[config.mk]
export PLATFORM = sky130hd
export DESIGN_NAME = miller_rabin_prime_test_top
export DESIGN_NICKNAME = d
export VERILOG_FILES = /design/src/hw/rtl/mrpt_pkg.sv /design/src/hw/rtl/miller_rabin_prime_test_top.sv
export VERILOG_INCLUDE_DIRS = /design/src /design/src/hw/rtl
export SDC_FILE = /design/constraint.sdc
export NUM_CORES = 1
export LEC_CHECK = 0
export BUFFER_PORTS_ARGS = -buffer_cell sky130_fd_sc_hd__buf_2
export CAP_MARGIN = 20
export CELL_PAD_IN_SITES_DETAIL_PLACEMENT = 1
export CELL_PAD_IN_SITES_GLOBAL_PLACEMENT = 2
export CORE_MARGIN = 2
export CORE_UTILIZATION = 44
export CTS_BUF_LIST = sky130_fd_sc_hd__clkbuf_16
export DETAILED_ROUTE_END_ITERATION = 6
export PLACE_DENSITY_LB_ADDON = 0.12
export SLEW_MARGIN = 0
export SYNTH_ARGS = -nofsm -noshare
export SYNTH_HDL_FRONTEND = slang
export SYNTH_SLANG_ARGS = --single-unit
[constraint.sdc]
create_clock -name clock -period 15.47 [get_ports clock]
set_input_delay 4.641 -clock clock [delete_from_list [all_inputs] [get_ports clock]]
set_output_delay 4.641 -clock clock [all_outputs]
set_load 0.01 [all_outputs]
[src/hw/rtl/miller_rabin_prime_test_top_defines.svh]
// ---------------------------------------------------------------------------
// Assertion macros for the Miller-Rabin round engine
// Shared concurrent assertion forms used by the RTL.
// ---------------------------------------------------------------------------
`ifndef MILLER_RABIN_PRIME_TEST_TOP_DEFINES_SVH
`define MILLER_RABIN_PRIME_TEST_TOP_DEFINES_SVH

// implication checked every cycle outside reset
`define MRPT_ASSERT_IMP(lbl, clk, rst, ante, cons, msg) \
   lbl: assert property (@(posedge clk) disable iff (rst) (ante) |-> (cons)) \
      else $error(msg);

// next-cycle implication outside reset
`define MRPT_ASSERT_NEXT(lbl, clk, rst, ante, cons, msg) \
   lbl: assert property (@(posedge clk) disable iff (rst) (ante) |=> (cons)) \
      else $error(msg);

`endif

[src/hw/rtl/mrpt_pkg.sv]
// ---------------------------------------------------------------------------
// Miller-Rabin package
// Constants and sequencer state type.
// ---------------------------------------------------------------------------
package mrpt_pkg;

   localparam int DefWidth = 32;

   typedef enum logic [3:0] {
      ST_IDLE,
      ST_REDUCE,
      ST_SPLIT,
      ST_EXP_SEL,
      ST_MUL,
      ST_EXP_NEXT,
      ST_CHECK,
      ST_SQ_SEL,
      ST_SQ_CHECK,
      ST_DONE
   } state_type;

   typedef enum logic [1:0] {
      MUL_X_BASE,
      MUL_BASE_BASE,
      MUL_X_X
   } mul_op_type;

endpackage

[src/hw/rtl/miller_rabin_prime_test_top.sv]
// ---------------------------------------------------------------------------
// Miller-Rabin round engine
// One witness round per item over a single shift-and-add modular unit.
// ---------------------------------------------------------------------------
// Each item runs one Miller-Rabin round on a shared modular unit that
// handles one bit per cycle. The witness is first reduced modulo n
// (restoring, one bit a cycle), then n-1 is split, and each exponent bit
// takes a select step and its modular products, followed by the further
// squarings. Candidates below four or even finish without a reduction,
// trivial witnesses right after it.
// The block takes one item at a time; the result sits in an output register
// until taken, and a new result waits while that register is still full.
`include "miller_rabin_prime_test_top_defines.svh"

module miller_rabin_prime_test_top #(
   parameter int WIDTH = mrpt_pkg::DefWidth
) (
   input  logic             clock,
   input  logic             reset,
   input  logic             req_valid,
   output logic             req_ready,
   input  logic [WIDTH-1:0] req_candidate,
   input  logic [WIDTH-1:0] req_witness,
   input  logic             req_last_round,
   output logic             rsp_valid,
   input  logic             rsp_ready,
   output logic             rsp_round_passed,
   output logic             rsp_probable_prime,
   output logic             rsp_final_res
);

   localparam int CW = $clog2(WIDTH + 1);

   mrpt_pkg::state_type  state_ff, state_in;
   mrpt_pkg::mul_op_type op_ff, op_in;

   logic [WIDTH-1:0] n_ff, n_in;
   logic [WIDTH-1:0] a_ff, a_in;
   logic [WIDTH-1:0] x_ff, x_in;
   logic [WIDTH-1:0] d_ff, d_in;
   logic [WIDTH:0]   rem_ff, rem_in;
   logic [WIDTH-1:0] acc_ff, acc_in;
   logic [WIDTH-1:0] mx_ff, mx_in;
   logic [WIDTH-1:0] my_ff, my_in;
   logic [CW-1:0]    cnt_ff, cnt_in;
   logic [CW-1:0]    r_ff, r_in;
   logic             last_ff, last_in;
   logic             verdict_ff, verdict_in;
   logic             pass_ff, pass_in;
   logic             rsp_valid_ff, rsp_valid_in;
   logic             rsp_pass_ff, rsp_pass_in;
   logic             rsp_prime_ff, rsp_prime_in;
   logic             rsp_final_ff, rsp_final_in;

   logic [WIDTH:0]   dbl, dbl_red, sum, sum_red, rsh;
   logic [WIDTH-1:0] nm1, step;
   logic             finish;

   assign nm1 = n_ff - {{(WIDTH-1){1'b0}}, 1'b1};

   // shared unit: one shift-and-add modular step
   always_comb begin
      dbl     = {acc_ff, 1'b0};
      dbl_red = (dbl >= {1'b0, n_ff}) ? dbl - {1'b0, n_ff} : dbl;
      sum     = dbl_red + (my_ff[WIDTH-1] ? {1'b0, mx_ff} : '0);
      sum_red = (sum >= {1'b0, n_ff}) ? sum - {1'b0, n_ff} : sum;
      step    = sum_red[WIDTH-1:0];
      rsh     = {rem_ff[WIDTH-1:0], a_ff[WIDTH-1]};
   end

   always_ff @(posedge clock) begin
      if (reset) begin
         state_ff     <= mrpt_pkg::ST_IDLE;
         verdict_ff   <= 1'b1;
         rsp_valid_ff <= 1'b0;
      end else begin
         state_ff     <= state_in;
         verdict_ff   <= verdict_in;
         rsp_valid_ff <= rsp_valid_in;
      end
      op_ff        <= op_in;
      n_ff         <= n_in;
      a_ff         <= a_in;
      x_ff         <= x_in;
      d_ff         <= d_in;
      rem_ff       <= rem_in;
      acc_ff       <= acc_in;
      mx_ff        <= mx_in;
      my_ff        <= my_in;
      cnt_ff       <= cnt_in;
      r_ff         <= r_in;
      last_ff      <= last_in;
      pass_ff      <= pass_in;
      rsp_pass_ff  <= rsp_pass_in;
      rsp_prime_ff <= rsp_prime_in;
      rsp_final_ff <= rsp_final_in;
   end

   always_comb begin
      state_in     = state_ff;
      op_in        = op_ff;
      n_in         = n_ff;
      a_in         = a_ff;
      x_in         = x_ff;
      d_in         = d_ff;
      rem_in       = rem_ff;
      acc_in       = acc_ff;
      mx_in        = mx_ff;
      my_in        = my_ff;
      cnt_in       = cnt_ff;
      r_in         = r_ff;
      last_in      = last_ff;
      verdict_in   = verdict_ff;
      pass_in      = pass_ff;
      rsp_valid_in = rsp_valid_ff;
      rsp_pass_in  = rsp_pass_ff;
      rsp_prime_in = rsp_prime_ff;
      rsp_final_in = rsp_final_ff;
      finish       = 1'b0;
      req_ready    = 1'b0;

      if (rsp_valid_ff && rsp_ready) begin
         rsp_valid_in = 1'b0;
      end

      case (state_ff)
         mrpt_pkg::ST_IDLE: begin
            req_ready = 1'b1;
            if (req_valid) begin
               n_in    = req_candidate;
               a_in    = req_witness;
               last_in = req_last_round;
               rem_in  = '0;
               cnt_in  = '0;
               if (req_candidate < WIDTH'(2)) begin
                  pass_in  = 1'b0;
                  state_in = mrpt_pkg::ST_DONE;
               end else if (req_candidate == WIDTH'(2) || req_candidate == WIDTH'(3)) begin
                  pass_in  = 1'b1;
                  state_in = mrpt_pkg::ST_DONE;
               end else if (!req_candidate[0]) begin
                  pass_in  = 1'b0;
                  state_in = mrpt_pkg::ST_DONE;
               end else begin
                  state_in = mrpt_pkg::ST_REDUCE;
               end
            end
         end
         // restoring reduction of the witness, one bit a cycle
         mrpt_pkg::ST_REDUCE: begin
            rem_in = (rsh >= {1'b0, n_ff}) ? rsh - {1'b0, n_ff} : rsh;
            a_in   = {a_ff[WIDTH-2:0], 1'b0};
            cnt_in = cnt_ff + CW'(1);
            if (cnt_ff == CW'(WIDTH - 1)) begin
               d_in   = nm1;
               r_in   = '0;
               state_in = mrpt_pkg::ST_SPLIT;
            end
         end
         mrpt_pkg::ST_SPLIT: begin
            a_in = rem_ff[WIDTH-1:0];
            if (rem_ff[WIDTH-1:0] == '0 || rem_ff[WIDTH-1:0] == WIDTH'(1)
                || rem_ff[WIDTH-1:0] == nm1) begin
               pass_in  = 1'b1;
               state_in = mrpt_pkg::ST_DONE;
            end else if (!d_ff[0]) begin
               d_in = d_ff >> 1;
               r_in = r_ff + CW'(1);
            end else begin
               x_in     = WIDTH'(1);
               state_in = mrpt_pkg::ST_EXP_SEL;
            end
         end
         mrpt_pkg::ST_EXP_SEL: begin
            acc_in = '0;
            cnt_in = '0;
            if (d_ff == '0) begin
               state_in = mrpt_pkg::ST_CHECK;
            end else if (d_ff[0]) begin
               op_in = mrpt_pkg::MUL_X_BASE;
               mx_in = x_ff;
               my_in = a_ff;
               state_in = mrpt_pkg::ST_MUL;
            end else begin
               op_in = mrpt_pkg::MUL_BASE_BASE;
               mx_in = a_ff;
               my_in = a_ff;
               state_in = mrpt_pkg::ST_MUL;
            end
         end
         mrpt_pkg::ST_MUL: begin
            acc_in = step;
            my_in  = {my_ff[WIDTH-2:0], 1'b0};
            cnt_in = cnt_ff + CW'(1);
            if (cnt_ff == CW'(WIDTH - 1)) begin
               state_in = mrpt_pkg::ST_EXP_NEXT;
            end
         end
         mrpt_pkg::ST_EXP_NEXT: begin
            acc_in = '0;
            cnt_in = '0;
            case (op_ff)
               mrpt_pkg::MUL_X_BASE: begin
                  x_in  = acc_ff;
                  op_in = mrpt_pkg::MUL_BASE_BASE;
                  mx_in = a_ff;
                  my_in = a_ff;
                  state_in = mrpt_pkg::ST_MUL;
               end
               mrpt_pkg::MUL_BASE_BASE: begin
                  a_in = acc_ff;
                  d_in = d_ff >> 1;
                  state_in = mrpt_pkg::ST_EXP_SEL;
               end
               default: begin
                  x_in     = acc_ff;
                  state_in = mrpt_pkg::ST_SQ_CHECK;
               end
            endcase
         end
         mrpt_pkg::ST_CHECK: begin
            cnt_in = CW'(1);
            if (x_ff == WIDTH'(1) || x_ff == nm1) begin
               pass_in  = 1'b1;
               state_in = mrpt_pkg::ST_DONE;
            end else begin
               state_in = mrpt_pkg::ST_SQ_SEL;
            end
         end
         mrpt_pkg::ST_SQ_SEL: begin
            if (cnt_ff >= r_ff) begin
               pass_in  = 1'b0;
               state_in = mrpt_pkg::ST_DONE;
            end else begin
               r_in   = r_ff - CW'(1);
               acc_in = '0;
               cnt_in = '0;
               op_in  = mrpt_pkg::MUL_X_X;
               mx_in  = x_ff;
               my_in  = x_ff;
               state_in = mrpt_pkg::ST_MUL;
            end
         end
         mrpt_pkg::ST_SQ_CHECK: begin
            cnt_in = CW'(1);
            if (x_ff == nm1) begin
               pass_in  = 1'b1;
               state_in = mrpt_pkg::ST_DONE;
            end else if (x_ff == WIDTH'(1)) begin
               pass_in  = 1'b0;
               state_in = mrpt_pkg::ST_DONE;
            end else begin
               state_in = mrpt_pkg::ST_SQ_SEL;
            end
         end
         mrpt_pkg::ST_DONE: begin
            if (!rsp_valid_ff || rsp_ready) begin
               finish       = 1'b1;
               rsp_valid_in = 1'b1;
               rsp_pass_in  = pass_ff;
               rsp_prime_in = verdict_ff & pass_ff;
               rsp_final_in = last_ff;
               verdict_in   = last_ff ? 1'b1 : (verdict_ff & pass_ff);
               state_in     = mrpt_pkg::ST_IDLE;
            end
         end
         default: begin
            state_in = mrpt_pkg::ST_IDLE;
         end
      endcase
   end

   assign rsp_valid          = rsp_valid_ff;
   assign rsp_round_passed   = rsp_pass_ff;
   assign rsp_probable_prime = rsp_prime_ff;
   assign rsp_final_res      = rsp_final_ff;

   `MRPT_ASSERT_IMP(a_ready_idle, clock, reset, req_ready, state_ff == mrpt_pkg::ST_IDLE,
      "ready outside idle")
   `MRPT_ASSERT_NEXT(a_finish_valid, clock, reset, finish, rsp_valid,
      "finished item not presented")
   `MRPT_ASSERT_IMP(a_prime_implies_pass, clock, reset, rsp_valid && rsp_probable_prime,
      rsp_round_passed, "probable prime without round pass")
   `MRPT_ASSERT_NEXT(a_verdict_reset, clock, reset, finish && last_ff, verdict_ff,
      "running verdict not restored after final round")

endmodule
==> results of run 1 <==
[flip-flops by register name, summed over array words and instances, names as in the netlist, 2 cells and up]
name / cells
n_ff: 32
op_ff: 2
r_ff: 6
a_ff: 32
my_ff: 32
cnt_ff: 6
mx_ff: 32
acc_ff: 32
state_ff: 4
d_ff: 32
rem_ff: 32
x_ff: 32
[how the worst max path moves through the flow]
| stage | from | endpoint | cells after the start |
|---|---|---|---|
| 5_1_grt | n_ff[5] | acc_ff[4] | 34 |
| 2_1_floorplan | n_ff[18] | acc_ff[18] | 37 |
| 4_1_cts | n_ff[1] | acc_ff[0] | 30 |
| 3_3_place_gp | n_ff[1] | acc_ff[0] | 31 |
| 6_report | n_ff[5] | acc_ff[0] | 32 |
| 3_5_place_dp | n_ff[1] | acc_ff[0] | 30 |
[cell type report]
cell class	instances	area (sq um)
Fill cell	5403	24210
Clock buffer	36	900.9
Inverter	83	311.5
Timing Repair Buffer	100	605.6
Clock inverter	28	200.2
Sequential cell	281	8378
Tap cell	615	769.5
Multi-Input combinational cell	1837	12370
[placed cells by master, fill, tap and decap left out, drive strengths merged, types with 12 or more instances in the layout]
cell type and n:
mux2 33, clkbuf 36, a221oi 17, xor2 78, o21a 20, o31ai 12, nand4 28, a21o 59
clkinv 19, edfxtp 275, nand3 72, nor2b 24, a211oi 24, nand2 244, a211o 22, nor3 46
a21oi 165, nor2 187, xnor2 124, and2 69, ha 140, mux2i 32, buf 100, inv 89
o21ai 170, a22oi 32, o21bai 16, nor4 48, a31oi 17, and3 15, nand2b 29
[layer usage]
layer / GRT usage, % / part of all wire (%)
met1: 42.25 / 43
met2: 53.76 / 47
met3: 5.299 / 5.9
met4: 11.68 / 3.7
met5: 0 / 0.015
[stage by stage]
| step | instance area (sq um) | worst slack (ns) | hold slack, ns |
|---|---|---|---|
| CTS | 23500 | 5.809 | 0.4567 |
| global placement | 22380 | 6.044 | 0.4375 |
| detailed placement | 22400 | 5.853 | 0.4431 |
| global route | 23540 | 5.351 | 0.4698 |
| floorplan | 21280 | 7.748 | 0.4181 |
| finish | 23540 | 6.054 | 0.4545 |
[cell families (layout without fill, tap and decap cells)]
logic type	after synthesis	in the layout	share of synthesized area [%]
flops	281	281	39.37
fa+ha+maj	145	145	8.701
compound gates	620	620	18.61
simple gates	804	804	18.56
buf+inv	167	247	3.010
xor+xnor	203	203	8.507
mux	65	65	3.251
[critical path: cells and delay by family (launching register included)]
kind                       cells  cell delay, ns
buffers and inverters          2            0.48
and+or+nand+nor               11            1.85
muxes                          1            0.25
DFF                            1            0.49
AOI/OAI and AO/OA             14            4.83
adders and majority gates      3            1.04
xor gates and xnor gates       1            0.16
==> flow_summary_export.csv, run 1 <==
group,metric,value,unit
worst_setup_path,r2r_start,"n_ff[5]",
yosys,avgSynthCellArea,9.314,sq um
hold_path,whs_endpoint,"rsp_final_res",
global_routing,grt_pass1_vias,18930,
clock_tree,clockBufferDepth,3,
drt,dr.pass1.iters,5,
layout,final_nets,2552,
layout,diodes,0,
drt,detail-route-antenna-nets,0,
clock_tree,cts_buffers,35,
worst_setup_path,crit_path_max_fanout,42,
sta,fin_skew,0.02599,ns
worst_setup_path,path_class,"flop to flop",
yosys,yosys.area.top_type,"edfxtp_1",
die,die-width,223.9,microns
yosys,synthTopCellsByArea,"edfxtp_1, ha_1, xnor2_1",
die,core-area,47750,sq um
drt,routed_wl,80740,microns
hold_path,hp-class,"flop to flop",
clock_tree,post_cts_resize_count,0,
yosys,synth_area,21280,sq um
sta,fin_crit,9.416,ns
die,start_util,44.58,%
yosys,synth_ff_type,"edfxtp_1",
yosys,synth_seq_cells,281,
sta,worstMarginPinSlew,1.169,ns
global_routing,grt_pass1_wl,121400,microns
clock_tree,clk_root_buffer_cell,"clkbuf_16",
sta,finalSetupViolCount,0,
sta,drv_slew,0,
drt,drc,0,
sta,max_freq,0.1062,GHz
layout,stdcell_count,2980,
hold_path,hold_path_depth,0,
placed_design,finalWeightedCongestion,0.9327,
global_routing,grt_usage,32.24,%
layout,area_delta_synth_final,10.61,%
status,status,"complete, no violations",
sta,hold_violations,0,
sta,rsz0062_at_grt,"false",
yosys,synthCells,2285,
clock_tree,cts_tree,"yes",
placed_design,hpwl,62400,microns
global_routing,grt_max_degree,69,
worst_setup_path,cpMostUsedCell,"nor2_1",
die,num_rows,80,
worst_setup_path,r2r-end,"acc_ff[0]",
yosys,synthDistinctLibCells,84,
clock_tree,post_cts_buffers,0,
die,io_pins,74,
yosys,ys_warn_count,0,
yosys,synth.most_common_cell,"edfxtp_1",
yosys,synthesis.nets,2499,
drt,vias,18470,
placed_design,placedCellCount,2914,
drt,avgViaCountPerCell,6.197,
yosys,async_reset_ff_share,0,%
layout,drive_above_1_share,9.852,%
worst_setup_path,cp_slowest_cell,"o31ai_4",
worst_setup_path,reg2regPathDepth,32,
sta,fin_crit_sh,60.87,%
clock_tree,clock_latency,0.56,ns
worst_setup_path,regToRegSetupSlack,6.05,ns
drt,wire_per_inst,27.09,microns
sta,slew_headroom,21.46,%
die,die_y,223.9,microns
yosys,synth.top_cell.area_share,38.80,%
worst_setup_path,required,15.77,ns
placed_design,port_buffers,73,
worst_setup_path,arrival,9.71,ns
die,dieArea,50140,sq um
sta,fin_setup_tns,0,ns
layout,fin_util,49.30,%
worst_setup_path,cp-start-kind,"flop",
drt,drtIter0Drc,1541,
flow_run,drv_cap,0,
clock_tree,path_clk_slew,0.06,ns
worst_setup_path,end_kind,"flop",
yosys,synth_edf_count,275,
worst_setup_path,slowest_delay,0.74,ns
clock_tree,ctsHoldBuffers,0,
yosys,yosysSeqAreaShare,39.37,%
clock_tree,cts.sinks,281,
clock_tree,ctsHtreeMaxLevel,2,
yosys,synth_common_cells,"edfxtp_1, nand2_1, nor2_1, a21oi_1, o21ai_0",
hold_path,hp-start,"last_ff",
global_routing,grt_overflow,0,
global_routing,antenna_found_initial,2,
Power of run 1 is left out: the tool's default activity adds up to more than one toggle a clock period on the data nets, which glitch-free logic cannot reach.
==> inputs of run 2 (changes only) <==
--- a/config.mk
+++ b/config.mk
@@ -11,7 +11,7 @@
 export CELL_PAD_IN_SITES_DETAIL_PLACEMENT = 1
 export CELL_PAD_IN_SITES_GLOBAL_PLACEMENT = 2
 export CORE_MARGIN = 2
-export CORE_UTILIZATION = 44
+export CORE_UTILIZATION = 41
 export CTS_BUF_LIST = sky130_fd_sc_hd__clkbuf_16
 export DETAILED_ROUTE_END_ITERATION = 6
 export PLACE_DENSITY_LB_ADDON = 0.12
==> constraint.sdc (replaced) <==
create_clock -name clock -period 8.9 [get_ports clock]
set_input_delay 2.67 -clock clock [delete_from_list [all_inputs] [get_ports clock]]
set_output_delay 2.67 -clock clock [all_outputs]
set_load 0.01 [all_outputs]
==> run 2 against run 1 <==
Register-to-register slack worse by 5.5 ns; critical path depth is 2 lower; global-route usage is 1.3 points lower; critical path type unchanged; highest routed layer is now met4; via count is 1.5% higher; sequential share of layout area is 0.77 points lower.
==> flow_summary_export.csv, run 2 (same netlist as run 1, synthesis figures left out) <==
group,metric,value,unit
sta,drv_slew,0,
clock_tree,clock_latency,0.57,ns
sta,fin_crit,8.346,ns
worst_setup_path,required,9.21,ns
layout,drive_above_1_share,12.14,%
drt,detail-route-antenna-nets,0,
status,status,"complete, no violations",
placed_design,port_buffers,73,
die,core-area,51300,sq um
sta,whs,0.4805,ns
global_routing,grt_usage,30.99,%
global_routing,grt_overflow,0,
worst_setup_path,arrival,8.65,ns
placed_design,hpwl,65600,microns
clock_tree,ctsHoldBuffers,0,
worst_setup_path,path_class,"flop to flop",
die,num_rows,83,
worst_setup_path,cpMostUsedCell,"ha_1",
die,dieArea,53750,sq um
layout,area_delta_synth_final,13.04,%
hold_path,hp-class,"flop to flop",
sta,finalSetupViolCount,0,
sta,worstMarginPinSlew,1.055,ns
clock_tree,clockBufferDepth,3,
worst_setup_path,path_buf_inv,3,
drt,vias,18750,
worst_setup_path,cpLargestDelayFamily,"compound AO/OA/AOI/OAI gates",
drt,routed_wl,83370,microns
placed_design,placedCellCount,3013,
layout,final_nets,2601,
drt,drc,0,
global_routing,grt_pass1_vias,19120,
worst_setup_path,slowest_delay,0.47,ns
die,die-width,231.8,microns
sta,fin_skew,0.02878,ns
sta,hold_violations,0,
clock_tree,cts.sinks,281,
clock_tree,ctsHtreeMaxLevel,2,
drt,avgViaCountPerCell,6.057,
die,die_y,231.8,microns
drt,wire_per_inst,26.94,microns
clock_tree,cts_tree,"yes",
sta,max_freq,0.1198,GHz
global_routing,grt_max_degree,69,
die,io_pins,74,
drt,dr.pass1.iters,5,
placed_design,finalWeightedCongestion,0.9446,
layout,stdcell_count,3095,
drt,drtIter0Drc,1424,
worst_setup_path,cp-start-kind,"flop",
clock_tree,cts_buffers,36,
worst_setup_path,cp_slowest_cell,"or3b_2",
layout,final_cell_mix,"edfxtp_1, nand2_1, nor2_1",
flow_run,drv_cap,0,
layout,final_common_cell,"edfxtp_1",
clock_tree,clk_root_buffer_cell,"clkbuf_16",
clock_tree,path_clk_slew,0.06,ns
global_routing,grt_pass1_wl,124400,microns
worst_setup_path,crit_path_max_fanout,42,
die,start_util,41.49,%
worst_setup_path,end_kind,"flop",
global_routing,antenna_found_initial,2,
sta,fin_crit_sh,93.77,%
sta,slew_headroom,29.10,%
-- run 2: changes by cell type in the layout (fill, tap and decap cells not counted), moves of 4 or more --
cell / change
clkinv_1: -8
buf_4: +46
clkinvlp_4: +4
inv_1: +5
-- run 2: cell type report --
type | count | area (sq um)
inverter | 83 | 311.5
antenna | 2 | 5.005
sequential | 281 | 8378
clock inverter | 26 | 146.4
tap | 680 | 850.8
multi-input combinational | 1837 | 12450
timing repair buffer | 148 | 967.2
fill | 5902 | 27240
clock buffer | 38 | 950.9
-- run 2: path summary, 6_finish.rpt --
path | cells after the start | startpoint | end | slack, ns
max | 30 | n_ff[6] | acc_ff[0] | 0.55
min | 0 | pass_ff | rsp_round_passed | 0.48
max reg2reg | 30 | n_ff[6] | acc_ff[0] | 0.55
min reg2reg | 0 | pass_ff | rsp_round_passed | 0.48
-- run 2: stage by stage --
step	setup TNS [ns]	util (%)	cell area, sq um	setup WS [ns]
2_1_floorplan	0	-	21280	1.178
3_3_place_gp	0	44.32	22740	0.2925
3_5_place_dp	0	44.32	22740	0.1339
4_1_cts	0	46.46	23830	0.09880
5_1_grt	-0.07509	46.89	24050	-0.03479
6_report	0	46.90	24060	0.5544
-- run 2: what timing repair did --
action                     CTS  global route
resized for setup            0            17
buffers inserted             0            14
setup endpoints to repair    0            32
-- run 2: worst reg2reg max path: cells and delay by family, from the launching register on --
family | cells | cell delay [ns]
multiplexers | 1 | 0.26
AND/OR/NAND/NOR | 8 | 1.73
flip-flops | 1 | 0.42
AO/OA/AOI/OAI | 14 | 3.69
buffers and inverters | 3 | 0.62
adder cells (fa/ha/maj) | 3 | 1.14
XOR/XNOR | 1 | 0.22
-- run 2: layer usage --
metal | global-route usage [%] | wire length [microns]
met1 | 41.17 | 36830
met2 | 51.89 | 39180
met3 | 3.045 | 3774
met4 | 12.18 | 3586
met5 | 0 | 0
Power of run 2 is left out for the same reason.
